**src/design/ccb_pkg.sv**
```systemverilog
// ----------------------------------------------------------------------------
// ccb_pkg: shared types and constants
// Beat formats, register indexes and limits for the conservative counting
// Bloom filter.
// ----------------------------------------------------------------------------
package ccb_pkg;

  localparam int unsigned DEF_MAX_BUCKETS = 65536;
  localparam int unsigned DEF_MAX_HASHES  = 32;

  localparam int unsigned HC_W = 6;
  localparam int unsigned BC_W = 17;

  localparam logic [7:0]      COUNTER_MAX      = 8'd255;
  localparam logic [HC_W-1:0] HASH_COUNT_RST   = 6'd4;
  localparam logic [BC_W-1:0] BUCKET_COUNT_RST = 17'd65536;

  typedef enum logic {
    REG_HASH_COUNT   = 1'b0,
    REG_BUCKET_COUNT = 1'b1
  } reg_idx_t;

  typedef enum logic {
    REQ_ADD   = 1'b0,
    REQ_QUERY = 1'b1
  } req_t;

  typedef struct packed {
    logic        req_type;
    logic [63:0] key_hash_a;
    logic [63:0] key_hash_b;
  } in_beat_t;

  typedef struct packed {
    logic [7:0]  min_count;
    logic        present;
    logic [63:0] keys_added;
  } out_beat_t;

  // Job header handed from the front to the back.
  typedef struct packed {
    logic            is_query;
    logic [63:0]     hash_a;
    logic [63:0]     hash_b;
    logic [HC_W-1:0] probes;
  } ccb_job_t;

endpackage

```
**src/design/ccb_queue.sv**
```systemverilog
// ----------------------------------------------------------------------------
// ccb_queue: two-entry job queue
// Decouples the residue front from the counter table back.
// ----------------------------------------------------------------------------
module ccb_queue
  import ccb_pkg::*;
#(
  parameter int unsigned W = 8
) (
  input  logic         clk,
  input  logic         rst_n,
  input  logic         push,
  input  logic [W-1:0] push_data,
  output logic         full,
  input  logic         pop,
  output logic [W-1:0] pop_data,
  output logic         nonempty
);

  logic [W-1:0] slot_r [2];
  logic         wp_r, rp_r;
  logic [1:0]   cnt_r;

  assign full     = (cnt_r == 2'd2);
  assign nonempty = (cnt_r != 2'd0);
  assign pop_data = slot_r[rp_r];

  always_ff @(posedge clk) begin
    if (push) slot_r[wp_r] <= push_data;
  end

  always_ff @(posedge clk) begin
    if (!rst_n) begin
      wp_r  <= 1'b0;
      rp_r  <= 1'b0;
      cnt_r <= 2'd0;
    end else begin
      if (push) wp_r <= ~wp_r;
      if (pop) rp_r <= ~rp_r;
      cnt_r <= cnt_r + 2'(push) - 2'(pop);
    end
  end

endmodule

```
**config.mk**
```make
export PLATFORM = sky130hd
export DESIGN_NAME = ccb_queue
export DESIGN_NICKNAME = d
export VERILOG_FILES = /design/src/design/ccb_pkg.sv /design/src/design/ccb_queue.sv
export SDC_FILE = /design/constraint.sdc
export NUM_CORES = 1
export LEC_CHECK = 0
export BUFFER_PORTS_ARGS = -buffer_cell sky130_fd_sc_hd__buf_2
export CAP_MARGIN = 5
export CORE_MARGIN = 2
export CORE_UTILIZATION = 52
export DETAILED_ROUTE_END_ITERATION = 10
export PLACE_DENSITY_LB_ADDON = 0.1
export SLEW_MARGIN = 10
export SYNTH_ARGS = -nofsm -noshare
export SYNTH_HDL_FRONTEND = slang
export SYNTH_SLANG_ARGS = --single-unit
```
**constraint.sdc**
```tcl
create_clock -name clk -period 1.7 [get_ports clk]
set_input_delay 0.17 -clock clk [delete_from_list [all_inputs] [get_ports clk]]
set_output_delay 0.17 -clock clk [all_outputs]
set_load 0.05 [all_outputs]
```
=== After elaboration in Yosys (flattened, before gate mapping) ===
Memory sizes are Yosys's and may differ from the RTL's. A register that Yosys moved wholly into a read port is not among the register bits.
Index checks and enable logic that the tools add are counted.

* Register bits after elaboration: 4
* Bits in writable memories: 16
* Memories: 1

{| class="wikitable"
|+ Memories
! name !! depth !! width !! rd ports !! clocked after memory_dff !! wr ports !! RTL line !! source
|-
| slot_r || 2 || 8 || 1 || 1 || 1 || ccb_queue.sv:20 || <nowiki>logic [W-1:0] slot_r [2];</nowiki>
|}

* $add $sub $neg: 2
* Equality and inequality tests: 1
* Muxes and demuxes: 4
* Bitwise gates (word level): 2
* Reductions and logical operators: 1

{| class="wikitable"
|+ Operator list
! operator !! number
|-
| 2-to-1 mux 1 bit || 4
|-
| adder 2 x 1 -> 2 bit || 1
|-
| equality test 2 bit (second input constant) || 1
|-
| NOT 1 bit || 2
|-
| nonzero test 2 bit || 1
|-
| subtractor 2 x 1 -> 2 bit || 1
|}

=== Longest topological paths before layout ===
* Depth in word-level cells: 3
* Mapped depth: 6

=== Worst setup path before layout ===
Ideal clock, no wire load.

* Path type: reg2out
* Start: reg cnt_r[1]
* End: out full
* Arrival time: 1.060 ns
* Data required time: 1.530 ns
* Path slack: 0.470 ns
* Cell stages (with the launch flop): 2
* Cells stage by stage: dfxtp_1 > nor2b_1

* Longest elaborated chain between the ends: 1

{| class="wikitable"
|+ RTL lines
! element !! RTL line !! source
|-
| start, declared || ccb_queue.sv:22 || <nowiki>logic [1:0] cnt_r;</nowiki>
|-
| start signal, assigned || ccb_queue.sv:40 || <nowiki>cnt_r <= cnt_r + 2'(push) - 2'(pop);</nowiki>
|-
| equality test 2 bit || ccb_queue.sv:24 || <nowiki>assign full = (cnt_r == 2'd2);</nowiki>
|-
| end, declared || ccb_queue.sv:14 || <nowiki>output logic full,</nowiki>
|}

No other way between the ends.

==> results.md <==
* Commonest non-fill, non-tap cell in the layout: buf_2
* RSZ-0062 raised after global routing: no
* Crit start category: register
* Ant diodes at 0
* Syn Nets at 60
* Num CTS Buffers at 3
* Synth Instances at between 40 and 50
* Worst Tran Pin Value at 0.3807 ns
* Leakage Power at 0.3974 nW
* Largest net degree at the start of global routing at 13
* Avg Inst Size Synth at 17.46 um^2
* Die height at 43.31 um
* Post-CTS setup buffers at 0
* Max Clk Rate at approximately 0.63 GHz
* Total die area at 1875 um^2
* Root buf cell: clkbuf_4
* Reg2reg end: cnt_r[1]
* Worst-path clk slew at 0.11 ns
* Layout net count at 86
* Synth cell types at 12
* Seq pwr share at 55.5%
* Outcome: complete, no violations
* Top-area cell type share of the netlist area at 59.81%
* Int Pwr at 766.2 uW
* Pwr Total at 1.101 mW
* Worst Hold Class: in -> reg
* Setup Skew at 0.002937 ns
* Final wirelength at roughly 1100 um
* Final setup viols at 0
* Iter 0 DRT Violations at 3
* Combinational share of power at between 20% and 30%
* Switch Pwr at approximately 340 uW
* Setup Crit Path Kind: reg -> out
* Die width at 43.31 um
* Final hold violations at 0
* CTS H-tree depth at 1
* Slew HR at 74.62%
* Grt ovf at 0
* Std-Cell Rows at 14
* WP data arrival at 1.42 ns
* GRT Util Overall at 14.40%
* Final Cell Area at between 900 and 1000 um^2
* Number of max-cap violations at 0
* Minimum clock period at roughly 1.6 ns
* Total negative slack at 0 ns
* Initial Util at 54.59%
* Crit path capture type: output pin
* Post-CTS Hold Fix Bufs at 0
* # fillers at 120
* I/O Buffers at 21
* Reg2Reg Setup Slack at 0.45 ns
* Worst IR drop on VDD at 0.6385 mV
* Sequential share of the synthesized area at 72.27%
* Reg2Reg Depth at 6
* Routability cong. at 0.6168
* Area Growth Syn to Fin at 19.31%
* Seq cells post-synth at 21
* Core Area at 1471 um^2
* Vias in the first global route at 397
* Skew-Pair Late Insertion Delay at ~0.30 ns
* CTS tree: done
* Tcrit/Tclk final at 93.28%
* Clk pwr share at 21.0%
* Slew Limit Fails at 0
* Clock Sinks at 21
* Detail Route Antenna Nets at 0
* Dpl cell area at 930.9 um^2
* Crit path capture: pop_data[4]
* Hold_ws at ~0.05 ns
* Highest-count cells in the layout ignoring fill and taps: buf_2 (21), edfxtp_1 (16), mux2_1 (8), dfxtp_1 (5)
* Yosys warns at 0
* Initial antenna violation count at 0
* Sw frac at 30.42%
* PwrDens at 1149 nW/um^2
* Vias per inst at around 5
* Yosys top cell by area: edfxtp_1
* R2R Path Start: cnt_r[0]
* Worst-path fanout max at 8
* Synth Cell Area at approximately 800 um^2
* Via count at 438
* Critical Path RT at 1.53 ns
* First-pass GRT wire length at 1869 um
* Fin util at 65.14%
* Synth top area cells: edfxtp_1 (60%), dfxtp_1 (12%), mux2_1 (11%)
* Clock Path Buffers at 2
* Routed len/inst at 13.11 um
* IO Pins at 22
* Post-cts resize count at 0
* DR pass1 iterations at 4
* # DRC at 0
* Share of cells above drive strength 1 at between 30% and 40%
power by group through the flow:
stage               Sequential [mW]  Combinational (mW)  Clock, mW
CTS                           0.613               0.262      0.238
global placement              0.622               0.255          0
global route                  0.617               0.275      0.254
finish                        0.611               0.259      0.231
detailed placement            0.625               0.261          0
floorplan                     0.613               0.208          0
synth_stat cells, drive strengths merged:
cell type	number
mux2	8
xnor3	1
inv	2
nor2b	4
buf	1
o21a	1
edfxtp	16
or2	1
dfxtp	5
and2	4
xor2	1
ha	2
worst max-delay path, stage by stage, from the launching register on:
cell and delay [ns]:
dfxtp_1 0.54, mux2_1 0.36, buf_2 0.21
final cells by class:
cell class	count	area, um^2	share of cell area, %
Clock buffer	3	22.52	2.350
Clock inverter	1	5.005	0.5222
Inverter	2	7.507	0.7833
Multi-Input combinational cell	22	210.2	21.93
Sequential cell	21	580.6	60.57
Tap cell	16	20.02	2.089
Timing Repair Buffer	22	112.6	11.75
metal layers:
metal  GRT usage, %  share of wire [%]  vias up  wire length [um]
met4          9.091                1.2        0                14
met2          22.69                 52       12               589
met1          18.39                 43      206               493
li1               -                  -      216                 -
met3          2.553                3.8        4                43
met5              0                  0        -                 0
flip-flops by register name (all words and copies together), names as in the netlist, named ones only:
register	cells
wp_r	1
rp_r	1
cnt_r	2
slot_r	16
stage by stage:
step                      setup slack (ns)  instances
after floorplan                     0.4705         46
after global placement              0.4382         83
after detailed placement            0.4188         83
after CTS                          0.07537         87
after global routing               0.03144         87
final                               0.1142         87
how the worst min path moves through the flow:
| stage | startpoint | endpoint | slack (ns) | cells after the start |
|---|---|---|---|---|
| 2_1_floorplan | push_data[0] | slot_r[0][0] | 0.27 | 0 |
| 3_3_place_gp | push_data[4] | slot_r[1][4] | 0.36 | 1 |
| 3_5_place_dp | push_data[4] | slot_r[1][4] | 0.36 | 1 |
| 4_1_cts | push_data[4] | slot_r[0][4] | 0.04 | 1 |
| 5_1_grt | push_data[4] | slot_r[1][4] | 0.03 | 1 |
| 6_report | push_data[4] | slot_r[1][4] | 0.05 | 1 |
kinds of logic (layout without fill, tap and decap cells):
group                      Yosys count  after routing  share of synthesized area [%]
xor gates and xnor gates             2              2                          3.894
AOI/OAI and AO/OA                    1              1                         0.9349
adders and majority gates            2              2                          3.115
and+or+nand+nor                      9              9                          7.009
buffers and inverters                3             28                          1.557
muxes                                8              8                          11.22
DFF                                 21             21                          72.27
No activity file was read; power rests on OpenSTA's default activity.
