--- config.mk ---
export PLATFORM = sky130hd
export DESIGN_NAME = ccb_front
export DESIGN_NICKNAME = d
export VERILOG_FILES = /design/src/design/ccb_pkg.sv /design/src/design/ccb_front.sv
export SDC_FILE = /design/constraint.sdc
export NUM_CORES = 1
export LEC_CHECK = 0
export ABC_AREA = 1
export BUFFER_PORTS_ARGS = -buffer_cell sky130_fd_sc_hd__buf_2
export CORE_MARGIN = 2
export CORE_UTILIZATION = 47
export CTS_BUF_LIST = sky130_fd_sc_hd__clkbuf_4 sky130_fd_sc_hd__clkbuf_8
export DETAILED_ROUTE_END_ITERATION = 16
export PLACE_DENSITY = 0.7
export SLEW_MARGIN = 20
export SYNTH_ARGS = -nofsm -noshare
export SYNTH_HDL_FRONTEND = slang
export SYNTH_SLANG_ARGS = --single-unit
--- constraint.sdc ---
create_clock -name clk -period 24.3 [get_ports clk]
set_input_delay 6.075 -clock clk [delete_from_list [all_inputs] [get_ports clk]]
set_output_delay 6.075 -clock clk [all_outputs]
set_load 0.05 [all_outputs]
--- src/design/ccb_pkg.sv ---
// ----------------------------------------------------------------------------
// ccb_pkg: shared types and constants
// Beat formats, register indexes and limits for the conservative counting
// Bloom filter.
// ----------------------------------------------------------------------------
package ccb_pkg;

  localparam int unsigned DEF_MAX_BUCKETS = 65536;
  localparam int unsigned DEF_MAX_HASHES  = 32;

  localparam int unsigned HC_W = 6;
  localparam int unsigned BC_W = 17;

  localparam logic [7:0]      COUNTER_MAX      = 8'd255;
  localparam logic [HC_W-1:0] HASH_COUNT_RST   = 6'd4;
  localparam logic [BC_W-1:0] BUCKET_COUNT_RST = 17'd65536;

  typedef enum logic {
    REG_HASH_COUNT   = 1'b0,
    REG_BUCKET_COUNT = 1'b1
  } reg_idx_t;

  typedef enum logic {
    REQ_ADD   = 1'b0,
    REQ_QUERY = 1'b1
  } req_t;

  typedef struct packed {
    logic        req_type;
    logic [63:0] key_hash_a;
    logic [63:0] key_hash_b;
  } in_beat_t;

  typedef struct packed {
    logic [7:0]  min_count;
    logic        present;
    logic [63:0] keys_added;
  } out_beat_t;

  // Job header handed from the front to the back.
  typedef struct packed {
    logic            is_query;
    logic [63:0]     hash_a;
    logic [63:0]     hash_b;
    logic [HC_W-1:0] probes;
  } ccb_job_t;

endpackage

--- src/design/ccb_front.sv ---
// ----------------------------------------------------------------------------
// ccb_front: request intake and residue unit
// Accepts a request, then reduces both hashes and 2^64 modulo the bucket
// count, one bit per cycle, and hands the job to the queue.
// ----------------------------------------------------------------------------
module ccb_front
  import ccb_pkg::*;
#(
  parameter int unsigned MAX_BUCKETS = DEF_MAX_BUCKETS,
  parameter int unsigned MAX_HASHES  = DEF_MAX_HASHES,
  localparam int unsigned NBW = $clog2(MAX_BUCKETS) + 1
) (
  input  logic              clk,
  input  logic              rst_n,
  input  logic              accept,
  input  in_beat_t          in_data,
  input  logic [HC_W-1:0]   hash_count,
  input  logic [BC_W-1:0]   bucket_count,
  output logic              busy,
  output logic              job_valid,
  input  logic              job_ready,
  output ccb_job_t          job_hdr,
  output logic [4*NBW-1:0]  job_res
);

  typedef enum logic [1:0] {F_IDLE, F_DIV, F_PUSH} fstate_t;

  fstate_t        state_r;
  logic [5:0]     cnt_r;
  logic [63:0]    xa_r, xb_r;
  logic [NBW-1:0] ra_r, rb_r, rc_r, nb_r;
  ccb_job_t       hdr_r;
  logic [NBW-1:0] nb_nxt;
  logic [HC_W-1:0] np_nxt;
  logic [NBW:0]   r64_inc;
  logic [NBW-1:0] r64;

  function automatic logic [NBW-1:0] mstep(input logic [NBW-1:0] r, input logic b,
                                           input logic [NBW-1:0] d);
    logic [NBW:0] sh;
    sh = {r, b};
    if (sh >= {1'b0, d}) sh = sh - {1'b0, d};
    return sh[NBW-1:0];
  endfunction

  always_comb begin
    if (bucket_count == '0) begin
      nb_nxt = NBW'(1);
    end else if (32'(bucket_count) > MAX_BUCKETS) begin
      nb_nxt = NBW'(MAX_BUCKETS);
    end else begin
      nb_nxt = NBW'(bucket_count);
    end
    if (32'(hash_count) > MAX_HASHES) begin
      np_nxt = HC_W'(MAX_HASHES);
    end else begin
      np_nxt = hash_count;
    end
  end

  // 2^64 mod n is one more than (2^64 - 1) mod n, wrapped.
  assign r64_inc = {1'b0, rc_r} + (NBW+1)'(1);
  assign r64     = (r64_inc == {1'b0, nb_r}) ? '0 : r64_inc[NBW-1:0];

  assign busy      = (state_r != F_IDLE);
  assign job_valid = (state_r == F_PUSH);
  assign job_hdr   = hdr_r;
  assign job_res   = {ra_r, rb_r, r64, nb_r};

  always_ff @(posedge clk) begin
    if (!rst_n) begin
      state_r <= F_IDLE;
      cnt_r   <= '0;
    end else begin
      unique case (state_r)
        F_IDLE: begin
          if (accept) begin
            hdr_r.is_query <= in_data.req_type;
            hdr_r.hash_a   <= in_data.key_hash_a;
            hdr_r.hash_b   <= in_data.key_hash_b;
            hdr_r.probes   <= np_nxt;
            xa_r    <= in_data.key_hash_a;
            xb_r    <= in_data.key_hash_b;
            nb_r    <= nb_nxt;
            ra_r    <= '0;
            rb_r    <= '0;
            rc_r    <= '0;
            cnt_r   <= '0;
            state_r <= F_DIV;
          end
        end
        F_DIV: begin
          ra_r  <= mstep(ra_r, xa_r[63], nb_r);
          rb_r  <= mstep(rb_r, xb_r[63], nb_r);
          rc_r  <= mstep(rc_r, 1'b1, nb_r);
          xa_r  <= {xa_r[62:0], 1'b0};
          xb_r  <= {xb_r[62:0], 1'b0};
          cnt_r <= cnt_r + 6'd1;
          if (cnt_r == 6'd63) state_r <= F_PUSH;
        end
        F_PUSH: begin
          if (job_ready) state_r <= F_IDLE;
        end
        default: state_r <= F_IDLE;
      endcase
    end
  end

endmodule

After elaboration in Yosys (flattened, before gate mapping)

Index checks and enable logic that the tools add are counted.

Memories kept: 0
Bits in latches: 0
Logic and storage cells: 58
Output and inout bits: 205
Bits in read-only memories: 0
Bits in registers: 339
Input bits: 156
Bits in writable memories: 0

Eq/ne operators: 7
Multiply operators: 0
Bitwise logic cells: 0
Add/sub/neg operators: 5
Order comparisons: 5
Div/mod/pow operators: 0
Reductions and logical operators: 9
Shift operators: 0
Multiplexer cells: 19

Operators with widths:

| kind                                                                    | count |
|---|---|
| 64-bit one-hot mux with 2 select lines                                  | 2 |
| 64-bit two-way mux                                                      | 2 |
| 17-bit two-way mux                                                      | 6 |
| 17-bit one-hot mux with 2 select lines                                  | 3 |
| 18-bit by 17-bit >= comparator with 1-bit output                        | 3 |
| 17-bit subtractor                                                       | 3 |
| 17-bit by 1-bit adder with 18-bit output, second input constant         | 1 |
| 18-bit by 17-bit == test with 1-bit output                              | 1 |
| 17-bit > comparator, second input constant                              | 1 |
| 17-bit logical NOT                                                      | 1 |
| 6-bit one-hot mux with 2 select lines                                   | 1 |
| 3-bit AND reduction                                                     | 3 |
| 6-bit by 1-bit adder with 6-bit output, second input constant           | 1 |
| 6-bit == test, second input constant                                    | 1 |
| 6-bit > comparator, second input constant                               | 1 |
| 2-bit two-way mux                                                       | 3 |
| 6-bit two-way mux                                                       | 1 |
| 2-bit one-hot mux with 3 select lines                                   | 1 |
| 2-bit inequality test, second input constant                            | 2 |
| 2-bit nonzero test                                                      | 2 |
| 2-bit by 1-bit == test with 1-bit output, second input constant         | 1 |
| 2-bit == test, second input constant                                    | 1 |
| 2-bit logical NOT                                                       | 1 |
| 2-bit by 1-bit inequality test with 1-bit output, second input constant | 1 |
| 2 further kinds                                                         | 2 |

Longest topological paths before layout

Gate-level depths: netlist of the first run.

Depth in word-level cells: 3
Depth in mapped cells: 16
Mapped depth without buffers: 15

Worst setup path after synthesis of the first run

No wires, ideal clock.

Path type: input to register
Start: input port rst_n
End: register hdr_r (netlist bit job_hdr[0]), enable pin
Cell stages on the path: 2
Buffers on the path: 0
Required time: 23.449 ns
Setup time: 0.851 ns
Path slack: 6.989 ns
Arrival: 16.460 ns
Cells stage by stage: inv_1 -> nor3_1

Longest elaborated chain between the ends: 1

RTL lines:

| item                          | RTL line        | RTL |
|---|---|---|
| start: declaration            | ccb_front.sv:14 | `input logic rst_n,` |
| 3-bit AND reduction (no line) | -               |  |
| end: declaration              | ccb_front.sv:32 | `ccb_job_t hdr_r;` |

No other way between the ends.
A chain may end at the register's enable or synchronous reset.

Worst setup path after layout of the first run

Start: register rc_r[1]
End: output port job_res[29]

Longest elaborated chain between the ends: 3

RTL lines:

| item                                         | RTL line        | RTL |
|---|---|---|
| start: declaration                           | ccb_front.sv:31 | `logic [NBW-1:0] ra_r, rb_r, rc_r, nb_r;` |
| start signal: assignment                     | ccb_front.sv:95 | `rc_r <= mstep(rc_r, 1'b1, nb_r);` |
| 17-bit by 1-bit adder with 18-bit output (*) | ccb_front.sv:62 | `assign r64_inc = {1'b0, rc_r} + (NBW+1)'(1);` |
| 18-bit by 17-bit == test with 1-bit output   | ccb_front.sv:63 | `assign r64 = (r64_inc == {1'b0, nb_r}) ? '0 : r64_inc[NBW-1:0];` |
| 17-bit two-way mux (*)                       | ccb_front.sv:63 |  |
| end: declaration                             | ccb_front.sv:23 | `output logic [4*NBW-1:0] job_res` |

Every way passes the cells marked *; elsewhere a longest branch is shown, timed or not.

==> results.toml, run 1 <==
[critical_path]
cp-end-kind = "primary output"
arrival_ns = 3.08
path_class = "flip-flop to primary output"
cpMaxStageDelayCell = "edfxtp_1"
crit_required_ns = 18.22
ff2ff_setup_slack_ns = 20.80
cpMostUsedCell = "nand2_1"
crit_fanout = 17
timing.critical_path.cells = "ha_1, nand3_2, nor2_4, nand2_2, nand2_2, nand2_1, nand2_1, nand2_1, inv_1, nand3_1, nor2_1, nand3_2, nand2_1, inv_1, buf_2"
start_kind = "flip-flop"
slowest_delay_ns = 0.48

[detailed_routing]
routed_wl_microns = 44740
drtIter0Drc = 921
vias = 13310
wl_per_cell_microns = 17.09
routed_via_density = 5.084
drt_first_pass_iters = 5
drc = 0
drtAntennaViolNets = 0

[clock_network]
clk_latency_ns = 0.63
cts_tree = "done"
clk_transition_reported_paths_ns = 0.06
cts_setup_buffers = 0
h-tree-depth = 2
numCtsBuffers = 56
cts_hold_buffers = 0
clockBufferDepth = 3
cts_resized = 0
cts.sinks = 339
root_buffer = "clkbuf_8"

[yosys]
synth_area_leaders = "edfxtp_1 (60%), nand2_1 (15%), ha_1 (4.1%)"
synth_top_cell_area_share_pct = 60.00
syn_area_sq_um = 16560
synth.largest_area_cell = "edfxtp_1"
yosysUniqueCellTypes = 36
yosys_warnings = 0
synth_edf_count = 331
ys_seq_area_share_pct = 60.97
synthFlopType = "edfxtp_1"
syn_inst = 1740
synth_nets = 1953
syn_area_per_cell_sq_um = 9.520
synth-seq-cells = 339
async_flop_share_pct = 0

[sta]
setup_viol = 0
max_slew_margin_pct = 30.17
whs_ns = 0.4854
slew_viol_final = 0
max_freq_mhz = 109.2
clock-skew-final_ns = 0.02899
hold_viol = 0
worst_pin_slew_ns = 1.047
period_share_pct = 37.67
finalSetupTns_ns = 0
fin_crit_ns = 9.154
rsz0062_at_grt = "no"

[status]
outcome = "finished, final reports clean"

[placement]
numPortBuffers = 360
gp_congestion = 0.9116
dp_hpwl_microns = 32400

[global_route]
grt_start_max_net_pins = 180
antenna_found_initial = 8
grt_pass1_wl_microns = 68560
grt_overflow = 0
grt_usage_pct = 24.25
grt_pass1_vias = 13110

[power]
powerDensity_nw_per_um2 = 82.93
ir_drop_uv = 53.92
p_leak_nw = 9.375
p_total_w = 0.001657

[floorplan]
coreArea_sq_um = 34630
dieWidth_microns = 191.7
initial_core_util_pct = 47.84
num_rows = 68
ioPinCount = 361
die_y_microns = 191.7
dieArea_sq_um = 36760

[run]
maxCapViolCount = 0

[finish]
finalNetCount = 2333
syn_to_final_growth_pct = 20.64
drive_gt1_share_pct = 22.08

[worst_hold_path]
min_path_type = "flip-flop to flip-flop"
## placed cells by master, fill, tap and decap left out, types with 9 or more instances in the layout
master,count
nand3b_1,13
ha_1,54
clkinv_1,14
nand4_1,10
nor2_1,172
clkbuf_4,16
xnor2_1,9
nand3_1,61
edfxtp_1,331
clkbuf_8,57
inv_1,168
nor3_1,11
nand2_1,662
a21oi_1,58
buf_2,360
o21ai_0,54
xor2_1,23
## layer usage
metal / part of all wire (%) / up-vias / GRT usage [%]
met3: 8.2 / 102 / 5.829
li1: - / 6495 / -
met2: 47 / 513 / 38.91
met5: 0.19 / - / 0
met1: 42 / 6188 / 31.92
met4: 3.2 / 12 / 9.349
## kinds of logic (layout without fill, tap and decap cells)
logic type      after synthesis  after routing  synth area share, %
other cells                   0              3                    0
flops                       339            339                60.97
xor+xnor                     33             33                1.828
compound gates              139            139                4.570
fa+ha+maj                    57             57                4.441
buf+inv                     216            636                4.978
simple gates                956            956                23.21
## sequential cells by signal, indices dropped and copies added, names as in the netlist
name,cells
cnt_r,6
job_hdr,135
nb_r,17
ra_r,17
rb_r,17
rc_r,17
state_r,2
xa_r,64
xb_r,64
## where the power goes
part,switching [W],internal [W]
Clock,0.000229,0.000285
Combinational,0.000290,0.000107
Sequential,0.0000275,0.000717
## Yosys cell counts (all sizes together) (2+ instances only)
| master | n |
|---|---|
| fa | 3 |
| buf | 9 |
| a21oi | 58 |
| dfxtp | 8 |
| a21o | 8 |
| nor2 | 182 |
| a31oi | 3 |
| o21ai | 57 |
| clkbuf | 36 |
| nor4 | 4 |
| nand2 | 667 |
| nand3b | 13 |
| xor2 | 23 |
| or2 | 3 |
| inv | 171 |
| xnor2 | 9 |
| edfxtp | 331 |
| a221oi | 2 |
| nand4 | 10 |
| nand3 | 64 |
| o21bai | 8 |
| nor3 | 12 |
| ha | 54 |
## cell type report
cell class | instances | area, sq um
timing repair buffer | 367 | 1867
fill | 3048 | 14650
multi-input combinational | 1185 | 5660
clock buffer | 73 | 904.6
tap | 455 | 569.3
sequential | 339 | 10100
inverter | 171 | 644.4
clock inverter | 25 | 230.2
antenna | 3 | 7.507
## metrics by stage
| step | setup WS (ns) | cell area, sq um | util [%] | instances |
|---|---|---|---|---|
| finish | 15.15 | 19980 | 57.71 | 2618 |
| detailed placement | 15.76 | 18840 | 54.41 | 2517 |
| global route | 14.85 | 19980 | 57.69 | 2615 |
| global placement | 15.88 | 18840 | 54.41 | 2517 |
| floorplan | 6.989 | 16560 | - | 1740 |
| CTS | 15.07 | 19980 | 57.69 | 2615 |
## final timing paths
path,startpoint,to,cells past startpoint
hold reg to reg,cnt_r[1]$_SDFFE_PN0P_,cnt_r[1]$_SDFFE_PN0P_,2
hold / removal,cnt_r[1]$_SDFFE_PN0P_,cnt_r[1]$_SDFFE_PN0P_,2
setup / recovery,rc_r[1]$_SDFFCE_PN0P_,job_res[29],15
setup reg to reg,nb_r[1]$_SDFFCE_PP0P_,rb_r[8]$_SDFFCE_PN0P_,13
## critical path: cells and delay by family (launching register included)
kind	cells	cell delay, ns
flops	1	0.48
buf+inv	3	0.30
fa+ha+maj	1	0.26
simple gates	11	1.43
Power figures use the tool's default switching activity.
==> inputs of run 2 (changes only) <==
--- a/config.mk
+++ b/config.mk
@@ -11,7 +11,7 @@
 export CORE_UTILIZATION = 47
 export CTS_BUF_LIST = sky130_fd_sc_hd__clkbuf_4 sky130_fd_sc_hd__clkbuf_8
 export DETAILED_ROUTE_END_ITERATION = 16
-export PLACE_DENSITY = 0.7
+export PLACE_DENSITY = 0.72
 export SLEW_MARGIN = 20
 export SYNTH_ARGS = -nofsm -noshare
 export SYNTH_HDL_FRONTEND = slang
==> constraint.sdc (replaced) <==
create_clock -name clk -period 7.4 [get_ports clk]
set_input_delay 1.85 -clock clk [delete_from_list [all_inputs] [get_ports clk]]
set_output_delay 1.85 -clock clk [all_outputs]
set_load 0.05 [all_outputs]
==> run 2 against run 1 <==
  * Via count is essentially flat
  * Die area is the same
  * Sequential power grew to 3.3 times the previous value
  * Worst hold slack gained 0.016 ns
  * Global-route usage shrank 0.15 points
  * Critical endpoint is now job_res[26]
  * First-iteration DRC count grew 1.1%
  * Clock power grew to 3.4 times the previous value
  * Flip-flop and latch count is the same
  * Clock skew shrank 0.0060 ns
  * Critical path depth is the same
  * Register-to-register slack lost 17 ns
==> results.toml, run 2 (synthesis results as in run 1) <==
[finish]
regArea_sq_um = 10100
drive_gt1_share_pct = 22.41
syn_to_final_growth_pct = 21.01
final_cell_mix = "nand2_1 (662), buf_2 (360), edfxtp_1 (331)"
finalNetCount = 2334
stdcell_area_sq_um = 20050
largest_reg_flops = 135
nFillCells = 3003
fin_util_pct = 57.89
final_common_cell = "nand2_1"
multi_input_area_sq_um = 5667

[sta]
slew_viol_final = 0
max_freq_mhz = 203.3
setup_slack_ns = 2.480
period_share_pct = 66.48
hold_viol = 0
clock-skew-final_ns = 0.02303
worst_pin_slew_ns = 1.010
rsz0062_at_grt = "no"
setup_viol = 0
finalSetupTns_ns = 0
max_slew_margin_pct = 32.67
fin_crit_ns = 4.920

[placement]
place_area_sq_um = 18870
numPortBuffers = 360
gp_congestion = 0.9072
dpl_worst_slack_ns = 3.125
dp_hpwl_microns = 32390

[clock_network]
numCtsBuffers = 56
clk_transition_reported_paths_ns = 0.06
clockBufferDepth = 3
cts_setup_buffers = 0
h-tree-depth = 2
cts.sinks = 339
clk_latency_ns = 0.64
root_buffer = "clkbuf_8"
cts_resized = 0
cts_hold_buffers = 0
cts_tree = "done"

[critical_path]
ff2ff_setup_slack_ns = 3.92
start_kind = "flip-flop"
crit_fanout = 17
r2r_end = "rb_r[16]$_SDFFCE_PN0P_"
cp-startpoint = "rc_r[1]$_SDFFCE_PN0P_"
cpMostUsedCell = "nand2_1"
cp-end-kind = "primary output"
crit_required_ns = 5.55
cpMaxStageDelayCell = "edfxtp_1"
rr_startpoint = "nb_r[0]$_SDFFCE_PN1P_"
timing.critical_path.cells = "ha_1, nand3_2, nor2_4, nand2_2, nand2_2, nand2_1, nand2_1, nand2_1, inv_1, nand3_1, nor2_1, nand3_2, nand2_1, inv_1, buf_2"
arrival_ns = 3.07
rr_worst_depth = 14
path_class = "flip-flop to primary output"
slowest_delay_ns = 0.48

[detailed_routing]
wl_per_cell_microns = 17.07
drtAntennaViolNets = 0
routed_via_density = 5.075
routed_wl_microns = 44790
drtIter0Drc = 931
drt_first_pass_iters = 5
vias = 13310
drc = 0

[floorplan]
ioPinCount = 361
dieWidth_microns = 191.7
coreArea_sq_um = 34630
die_y_microns = 191.7
initial_core_util_pct = 47.84
num_rows = 68
dieArea_sq_um = 36760

[global_route]
grt_pass1_wl_microns = 68370
antenna_found_initial = 9
grt_usage_pct = 24.10
grt_pass1_vias = 12990
grt_start_max_net_pins = 136
grt_overflow = 0

[power]
p_leak_nw = 9.409
powerDensity_nw_per_um2 = 273.6
ir_drop_uv = 193.5

[status]
outcome = "finished, final reports clean"

[run]
maxCapViolCount = 0

[worst_hold_path]
hold_end = "cnt_r[0]$_SDFFE_PN0P_"
min-delay-start = "cnt_r[0]$_SDFFE_PN0P_"
min_path_cells = 1
min_path_type = "flip-flop to flip-flop"
[run 2: worst max-delay path, delay by kind of cell (launching register included)]
kind                     cells  cell delay [ns]
buffers and inverters        3             0.30
AND/OR/NAND/NOR             11             1.39
flip-flops                   1             0.48
adder cells (fa/ha/maj)      1             0.26
[run 2: worst max path at each step]
stage	to	cells past startpoint
detailed placement	job_res[26]	15
global placement	job_res[27]	15
floorplan	ra_r[0]$_SDFFCE_PN0P_	4
global route	job_res[33]	15
finish	job_res[26]	15
CTS	job_res[26]	15
[run 2: metrics by stage]
step | std cells | hold slack [ns] | total power, W
finish | 2623 | 0.5017 | 0.005484
global route | 2620 | 0.5241 | 0.005751
CTS | 2619 | 0.4992 | 0.005521
detailed placement | 2518 | 0.4873 | 0.003782
global placement | 2518 | 0.4643 | 0.003763
floorplan | 1740 | 0.4475 | 0.003435
[run 2: layout make-up]
class / count / share of cell area (%)
flip-flops and latches: 339 / 50.38
clock inverters: 22 / 0.9675
well taps: 455 / 2.840
clock buffers: 79 / 4.862
repair buffers: 368 / 9.413
multi-input cells: 1185 / 28.27
diodes: 4 / 0.04993
inverters: 171 / 3.215
[run 2: power breakdown]
group          switching [W]  internal, W
Sequential         0.0000930      0.00235
Combinational       0.000952     0.000354
Clock               0.000773     0.000959
Total                0.00182      0.00367
[run 2: metal layers]
| metal | GRT usage, % | wire length [microns] | vias up |
|---|---|---|---|
| met3 | 5.829 | 3661 | 78 |
| met4 | 8.846 | 1186 | 10 |
| li1 | - | - | 6508 |
| met1 | 31.45 | 18580 | 6210 |
| met5 | 0 | 68 | - |
| met2 | 39.13 | 21290 | 506 |
